`src/hdl/snz_pkg.sv`:
```
// snz_pkg: constants, gradient table and shared types for the simplex noise pipeline
// used by snz_cell, snz_vertex, snz_out and simplex_noise_2d; no dependencies

package snz_pkg;

   localparam int CELL_STAGES = 5;
   localparam int VTX_STAGES = 7;
   localparam int OUT_STAGES = 3;
   localparam int PIPE_STAGES = CELL_STAGES + VTX_STAGES + OUT_STAGES;
   localparam int VERTICES = 3;

   localparam logic [63:0] PRIME_X = 64'h5205402B9270C86F;
   localparam logic [63:0] PRIME_Y = 64'h598CD327003817B5;
   localparam logic [63:0] HASH_MUL = 64'h53A3F72DEEC546F5;

   localparam logic signed [30:0] SKEW_Q30 = 31'sd393016785;
   localparam logic signed [29:0] UNSKEW_Q30 = -30'sd226908346;
   localparam logic [29:0] Q30_HALF = 30'd536870912;
   localparam logic signed [31:0] FAR_OFS = 32'sd619925132;
   localparam logic signed [31:0] SIDE_NEAR = 32'sd226908346;
   localparam logic signed [31:0] SIDE_FAR = 32'sd846833478;
   localparam logic signed [30:0] INV_2N_Q24 = 31'sd837492236;

   localparam int DIR_COUNT = 24;
   localparam logic [7:0] DIR_RECIP = 8'd171;
   localparam int DIR_RECIP_SH = 12;

   localparam logic signed [31:0] G1 = 32'sd410903207;
   localparam logic signed [31:0] G2 = 32'sd992008094;
   localparam logic signed [31:0] G3 = 32'sd140151432;
   localparam logic signed [31:0] G4 = 32'sd1064555814;
   localparam logic signed [31:0] G5 = 32'sd653652607;
   localparam logic signed [31:0] G6 = 32'sd851856663;

   typedef struct packed {
      logic [63:0] key;
      logic signed [31:0] dx;
      logic signed [31:0] dy;
   } vtx_type;

   typedef struct packed {
      logic signed [31:0] gx;
      logic signed [31:0] gy;
   } grad_type;

   function automatic grad_type grad_dir(input logic [4:0] dir);
      grad_type g;
      unique case (dir)
         5'd0: g = '{G1, G2};
         5'd1: g = '{G2, G1};
         5'd2: g = '{G2, -G1};
         5'd3: g = '{G1, -G2};
         5'd4: g = '{-G1, -G2};
         5'd5: g = '{-G2, -G1};
         5'd6: g = '{-G2, G1};
         5'd7: g = '{-G1, G2};
         5'd8: g = '{G3, G4};
         5'd9: g = '{G5, G6};
         5'd10: g = '{G6, G5};
         5'd11: g = '{G4, G3};
         5'd12: g = '{G4, -G3};
         5'd13: g = '{G6, -G5};
         5'd14: g = '{G5, -G6};
         5'd15: g = '{G3, -G4};
         5'd16: g = '{-G3, -G4};
         5'd17: g = '{-G5, -G6};
         5'd18: g = '{-G6, -G5};
         5'd19: g = '{-G4, -G3};
         5'd20: g = '{-G4, G3};
         5'd21: g = '{-G6, G5};
         5'd22: g = '{-G5, G6};
         5'd23: g = '{-G3, G4};
         default: g = '{32'sd0, 32'sd0};
      endcase
      return g;
   endfunction

endpackage

```
`src/hdl/snz_out.sv`:
```
// snz_out: vertex sum, clamp, rescale to [0,1], round and saturate (three stages)
// depends on snz_pkg

module snz_out #(
   parameter int OUTPUT_BITS = 16
) (
   input  logic clock,
   input  logic [snz_pkg::OUT_STAGES-1:0] stage_en,
   input  logic signed [63:0] weight_0,
   input  logic signed [63:0] weight_1,
   input  logic signed [63:0] weight_2,
   output logic [15:0] noise_value
);
   import snz_pkg::*;

   localparam logic signed [35:0] V_MAX = 36'sd1073741824;
   localparam logic signed [35:0] V_MIN = -36'sd1073741824;
   localparam logic signed [63:0] RND = (64'sd1 <<< 53) + (64'sd1 <<< (53 - OUTPUT_BITS));
   localparam logic signed [63:0] R_MAX = (64'sd1 <<< OUTPUT_BITS) - 64'sd1;

   logic signed [35:0] sum0;
   logic signed [35:0] clip0;
   logic signed [31:0] v0_ff;
   logic signed [63:0] rp1_in, rp1_ff;
   logic signed [63:0] r2;
   logic [OUTPUT_BITS-1:0] rc2;
   logic [15:0] noise_ff;

   assign sum0 = $signed(weight_0[63:30]) + $signed(weight_1[63:30])
               + $signed(weight_2[63:30]);

   always_comb begin
      priority if (sum0 > V_MAX) begin
         clip0 = V_MAX;
      end else if (sum0 < V_MIN) begin
         clip0 = V_MIN;
      end else begin
         clip0 = sum0;
      end
   end

   always_ff @(posedge clock) begin
      if (stage_en[0]) begin
         v0_ff <= clip0[31:0];
      end
   end

   assign rp1_in = v0_ff * INV_2N_Q24 + RND;

   always_ff @(posedge clock) begin
      if (stage_en[1]) begin
         rp1_ff <= rp1_in;
      end
   end

   assign r2 = rp1_ff >>> (54 - OUTPUT_BITS);

   always_comb begin
      priority if (r2 < 64'sd0) begin
         rc2 = '0;
      end else if (r2 > R_MAX) begin
         rc2 = '1;
      end else begin
         rc2 = r2[OUTPUT_BITS-1:0];
      end
   end

   always_ff @(posedge clock) begin
      if (stage_en[2]) begin
         noise_ff <= 16'(rc2);
      end
   end

   assign noise_value = noise_ff;

endmodule

```
`config.mk`:
```
export PLATFORM = sky130hd
export DESIGN_NAME = snz_out
export DESIGN_NICKNAME = d
export VERILOG_FILES = /design/src/hdl/snz_pkg.sv /design/src/hdl/snz_out.sv
export SDC_FILE = /design/constraint.sdc
export NUM_CORES = 1
export LEC_CHECK = 0
export BUFFER_PORTS_ARGS = -buffer_cell sky130_fd_sc_hd__buf_2
export CAP_MARGIN = 30
export CORE_MARGIN = 2
export CORE_UTILIZATION = 45
export CTS_CLUSTER_DIAMETER = 30
export CTS_CLUSTER_SIZE = 28
export DETAILED_ROUTE_END_ITERATION = 6
export PLACE_DENSITY = 0.67
export SLEW_MARGIN = 10
export SYNTH_ARGS = -nofsm -noshare
export SYNTH_HDL_FRONTEND = slang
export SYNTH_SLANG_ARGS = --single-unit
```
`constraint.sdc`:
```
create_clock -name clock -period 8.7 [get_ports clock]
set_clock_uncertainty 0.05 [all_clocks]
set_input_delay 2.61 -clock clock [delete_from_list [all_inputs] [get_ports clock]]
set_output_delay 2.61 -clock clock [all_outputs]
set_load 0.05 [all_outputs]
```
==> results of run 1 <==
## sequential cells by signal, indices dropped and copies added (netlist names)
signal       count
noise_value     16
rp1_ff          26
v0_ff           32
## cell families (layout without fill, tap and decap cells)
family                     count (synthesis)  in the layout  share of synthesized area [%]
muxes                                      6              6                         0.2653
and+or+nand+nor                          391            391                          8.456
DFF                                       74             74                          9.614
buffers and inverters                    676            906                          10.99
xor gates and xnor gates                  89             89                          3.372
AOI/OAI and AO/OA                        349            349                          9.906
adders and majority gates                801            801                          57.39
## area by class of cell
class                           count  area (um^2)
Timing Repair Buffer              246         1589
Fill cell                        4647        25130
Clock buffer                        9        225.2
Tap cell                          680        850.8
Sequential cell                    74         2222
Clock inverter                      7        92.59
Inverter                          644         2421
Multi-Input combinational cell   1636        18560
## cell usage in the layout, fill, tap and decap left out, types with 7 or more instances in the layout
cell type    n
nor3_1      23
nor2b_1     13
inv_1      642
a21o_1      48
o21a_1      16
a31oi_1     14
clkbuf_16    9
xor2_1      38
and2_1      15
nand2_1    110
buf_4      121
nand3_1     26
xnor2_1     50
a211oi_1    11
o21ai_0     54
or2_2        7
a21oi_1    100
nor4_1       9
nor2_1      94
fa_1       432
buf_2      121
or3_1       10
o21bai_1     7
o211ai_1    10
nand4_1     31
and3_1       9
ha_1       365
edfxtp_1    74
a21boi_0    15
## metal layers
metal | up-vias | track usage [%] | share of wire [%] | wire [um]
met5 | - | 0 | 0 | 0
met4 | 0 | 5.806 | 2.2 | 1249
met3 | 59 | 3.261 | 4.7 | 2604
met2 | 386 | 38.29 | 49 | 27050
met1 | 8294 | 28.88 | 44 | 24730
li1 | 8104 | - | - | -
## worst register-to-register path, stage by stage (launching register included)
cell and delay (ps):
edfxtp_1 470, buf_4 240, fa_1 490, ha_1 300, inv_1 50, fa_1 480, inv_1 80, fa_1 540
fa_1 540, fa_1 550, fa_1 550, inv_1 50, fa_1 610, inv_1 70, ha_1 370, a21o_1 210
o211a_1 220, a311o_1 320, buf_4 160, nor4b_4 350, nor3b_2 90, nand3b_1 220, nor4_4 440, a41oi_4 160
or3_1 400, xor2_1 150
## how the worst max path moves through the flow
stage / startpoint / slack [ps] / end
after global routing: v0_ff[8] / 10 / rp1_ff[56]
after global placement: v0_ff[9] / 120 / rp1_ff[56]
after detailed placement: v0_ff[9] / 160 / rp1_ff[56]
after CTS: v0_ff[9] / 140 / rp1_ff[56]
after floorplan: v0_ff[31] / -630 / rp1_ff[56]
final: v0_ff[8] / 310 / rp1_ff[56]
## what timing repair did
action / CTS / global route
setup endpoints to repair: 0 / 17
gates resized for setup: 0 / 5
setup buffers: 0 / 31
hold buffers: 0 / 0
## per-stage QoR
step           TNS (ps)  utilization [%]  instance area [um^2]  cells  worst slack [ps]
4_1_cts               0            50.25                 25670   3264             143.5
3_5_place_dp          0            49.63                 25360   3248             163.8
5_1_grt               0            50.82                 25960   3296             13.29
6_report              0            50.82                 25960   3296             309.1
3_3_place_gp          0            49.63                 25360   3248             120.0
2_1_floorplan     -6191                -                 23310   2386            -632.0
==> metrics, run 1 <==
Hold Startpoint=rp1_ff[44]; RSZ-0062 raised after global routing=no; Num CTS Buffers=9; cell area after synthesis=23,110 um^2; Synth Warn #=0; largest net degree at the start of global routing=33; worst slew pin tran=818.3 ps; number of inserted diodes=0; r2r setup slk=310 ps; MaxCap Viol Count=0; endpoints failing setup=0; most used cell, CP=fa_1; total wire length=55,630 um; Hold Path Sink=noise_value[6]; top cell family by delay on the critical path=adder cells; top post-synthesis cells by area=fa_1, ha_1, inv_1, edfxtp_1, a21oi_1; min Tclk post-route=8391 ps; HP Class=flip-flop to flip-flop; critical path peak fanout=6; cell count of the worst hold path=2; share of cells above drive strength 1=12.04%; Crit Path Class=flip-flop to flip-flop; via count=16,840; max incr delay on CP=610 ps; RR Startpoint=v0_ff[8]; synthesized net count=3,383; Placer Congestion=0.9199; CP Depth=25; Area growth syn-to-layout=12.34%; Yosys top cell area share=37.42%; Buf/Inv on CP=6; Clock Sinks=74; post-synthesis cell type count=73; worst path arrival time=8460 ps; most area-hungry cell type in the Yosys netlist=fa_1; average size of a mapped cell=9.687 um^2; max-slew violation count=0; first-pass GRT wire length=92,400 um; DIE HEIGHT=230.6 um; Port Buffers=121; Core Area=51,090 um^2; Crit. End Element=flip-flop; Initial DRT Pass Iterations=5; register area share after synthesis=9.614%; average wire per standard cell=16.88 um; Cell Rows=83; Syn Inst Count=2,386; Initial Util=45.24%; top-count cell post-synth=inv_1; Crit Reg-Reg Endpoint=rp1_ff[56]; Commonest cells post-synth=inv_1, fa_1, ha_1; Clock Pin Slew Worst Setup and Hold Paths=60 ps; initial antenna violation count=0; prevailing post-synth register cell=edfxtp_1; drt drc=0; H-tree Lvls=3; GRT Util Overall=22.07%; Final period util=96.45%; Final Hold Violating Endpoints=0; R2R depth=25; CTS tree=yes; Post-DP HPWL=49,340 um; Routed Antenna Nets=0; Req. time, crit path=8770 ps; die area=53,190 um^2; final hold slack=489.2 ps; CP max stage cell=fa_1; fraction of registers with async set or reset after synthesis=0%; NumNets Final=3,608; number of global-route vias before repair=18,270; vias per inst=5.110; status=completed; number of DRC markers in iteration 0=788; Worst Setup Start Kind=flip-flop; Die W=230.6 um; Post-synth EDFFs=74; CTS max path bufs=2; clk_lat worst skew=360 ps; flops & latches, synth=74; slew margin rel.=44.98%; Fmax=119.2 MHz; grt ovf=0; number of I/O pins=212; clock root cell=clkbuf_16
Power of run 1 is not shown: default switching activity piles up to over one toggle a cycle in this logic, so the estimate is an artifact.
==> inputs of run 2 (changes only) <==
--- a/config.mk
+++ b/config.mk
@@ -12,7 +12,7 @@
 export CTS_CLUSTER_DIAMETER = 30
 export CTS_CLUSTER_SIZE = 28
 export DETAILED_ROUTE_END_ITERATION = 6
-export PLACE_DENSITY = 0.67
+export PLACE_DENSITY = 0.64
 export SLEW_MARGIN = 10
 export SYNTH_ARGS = -nofsm -noshare
 export SYNTH_HDL_FRONTEND = slang
==> constraint.sdc (replaced) <==
create_clock -name clock -period 9.7 [get_ports clock]
set_clock_uncertainty 0.05 [all_clocks]
set_input_delay 2.91 -clock clock [delete_from_list [all_inputs] [get_ports clock]]
set_output_delay 2.91 -clock clock [all_outputs]
set_load 0.05 [all_outputs]
==> run 2 against run 1 <==
Against the previous run: critical path type unchanged; maximum frequency decreased by 7.4%; wire length shrank 1.8%; clock-buffer cell count is the same; final cell count decreased by 3.3%; die area is the same; hold slack worse by 3.6 ps; flip-flop and latch count is the same; non-clock buffer count down 108; highest routed layer unchanged.
==> metrics, run 2 (same netlist as run 1, synthesis figures left out) <==
number of inserted diodes=0 (unchanged); Worst Setup Start Kind=flip-flop; Num CTS Buffers=9 (unchanged); Req. time, crit path=9770 ps (+1000 ps); status=completed; slew margin rel.=37.30% (-7.7 points); grt ovf=0 (unchanged); CTS Hold Bufs=0 (unchanged); Area growth syn-to-layout=7.752%; Crit. End Element=flip-flop; critical path peak fanout=10 (+4); CTS max path bufs=2 (unchanged); R2R depth=25 (unchanged); clk_lat worst skew=370 ps (about the same); top sig layer=met4; max-slew violation count=0 (unchanged); commonest non-fill, non-tap cell in the layout=inv_1; Core Area=51,090 um^2 (unchanged); drt drc=0 (unchanged); Die W=230.6 um (unchanged); design area=24,910 um^2 (-4.1%); HP Class=flip-flop to flip-flop; endpoints failing setup=0 (unchanged); MaxCap Viol Count=0 (unchanged); total wire length=54,600 um (-1.8%); H-tree Lvls=3 (unchanged); clock root cell=clkbuf_16; first-pass GRT wire length=91,580 um (-0.88%); number of I/O pins=212 (unchanged); Crit Path Class=flip-flop to flip-flop; Clock Pin Slew Worst Setup and Hold Paths=60 ps (about the same); NumNets Final=3,500 (-3.0%); Port Buffers=121 (unchanged); CTS resizes=0 (unchanged); Initial DRT Pass Iterations=5 (unchanged); CTS tree=yes; die area=53,190 um^2 (unchanged); Cell Area, Placed=24,600 um^2 (-3.0%); met2 routed WL=26,490 um (-2.1%); Placer Congestion=0.9107 (-1.0%); largest net degree at the start of global routing=33 (unchanged); r2r setup slk=640 ps (+330 ps); Fmax=110.3 MHz (-7.4%); Clock Sinks=74 (unchanged); worst setup slack after layout=636.1 ps (+326.9 ps); max reg flops=32 (unchanged); worst path arrival time=9140 ps (+680 ps); Routed Antenna Nets=0 (unchanged); most frequent cells in the layout=inv_1, fa_1, ha_1; RSZ-0062 raised after global routing=no; Top reg by flops=v0_ff; share of cells above drive strength 1=7.137% (-4.9 points); number of DRC markers in iteration 0=740 (-6.1%); Met1 Wirelength=24,810 um (+0.34%); vias per inst=5.142 (+0.63%); via count=16,390 (-2.7%); Initial Util=45.24% (unchanged); Post-DP HPWL=47,980 um (-2.7%); Final Hold Violating Endpoints=0 (unchanged); cell count of the worst hold path=2 (unchanged); routed length on met3=2019 um (-22%); DIE HEIGHT=230.6 um (unchanged); DP Worst Slack=572.6 ps (+408.8 ps); Cell Rows=83 (unchanged); worst slew pin tran=930.7 ps (+112.4 ps); average wire per standard cell=17.13 um (+1.5%); Final period util=93.44% (-3.0 points); number of global-route vias before repair=17,780 (-2.7%); Post-CTS Setup Inserts=0 (unchanged); min Tclk post-route=9064 ps (+673.1 ps); GRT Util Overall=21.96% (-0.11 points); initial antenna violation count=0 (unchanged)
-- run 2: cell types whose count changed in the layout (fill, tap and decap cells not counted), sizes merged --
cell	before	now
buf	246	138
clkinv	4	1
clkinvlp	1	4
bufinv	2	0
inv	644	646
-- run 2: per-layer routing --
metal | global-route usage, % | up-vias
met4 | 5.786 | 0
met3 | 2.421 | 64
li1 | - | 7879
met2 | 37.95 | 374
met5 | 0 | -
met1 | 29.40 | 8077
-- run 2: layout make-up --
| cell class | instances | area (um^2) |
|---|---|---|
| sequential | 74 | 2222 |
| clock inverter | 7 | 60.06 |
| fill | 4815 | 26190 |
| timing repair buffer | 138 | 740.7 |
| tap | 680 | 850.8 |
| inverter | 644 | 2421 |
| clock buffer | 9 | 225.2 |
| multi-input combinational | 1636 | 18390 |
-- run 2: worst paths after layout --
path / to / from
worst max-delay path: rp1_ff[56] / v0_ff[15]
worst min-delay path: noise_value[4] / rp1_ff[42]
worst max register to register: rp1_ff[56] / v0_ff[15]
worst min register to register: noise_value[4] / rp1_ff[42]
-- run 2: critical path: stages (launching register included) --
cell      delay (ps)
edfxtp_1         880
fa_1             590
ha_1             320
inv_1             60
fa_1             540
inv_1             80
fa_1             500
fa_1             540
fa_1             540
fa_1             550
inv_1             60
fa_1             490
inv_1             40
ha_1             450
and3_1           300
nor4b_1          270
buf_4            180
nand2_1           40
a31oi_1          200
nor2_1            90
xnor2_1          390
o311ai_1         320
nor4_1           560
a41oi_4          270
or3_1            370
xor2_1           150
-- run 2: through the flow --
step / instances / hold slack [ps] / utilization [%] / setup TNS (ps)
detailed placement: 3171 / 475.8 / 48.16 / 0
CTS: 3187 / 487.7 / 48.71 / 0
finish: 3188 / 485.7 / 48.74 / 0
global placement: 3171 / 466.1 / 48.16 / 0
floorplan: 2386 / 462.7 / - / -1.406
global route: 3188 / 510.8 / 48.74 / 0
Power of run 2 is left out for the same reason.
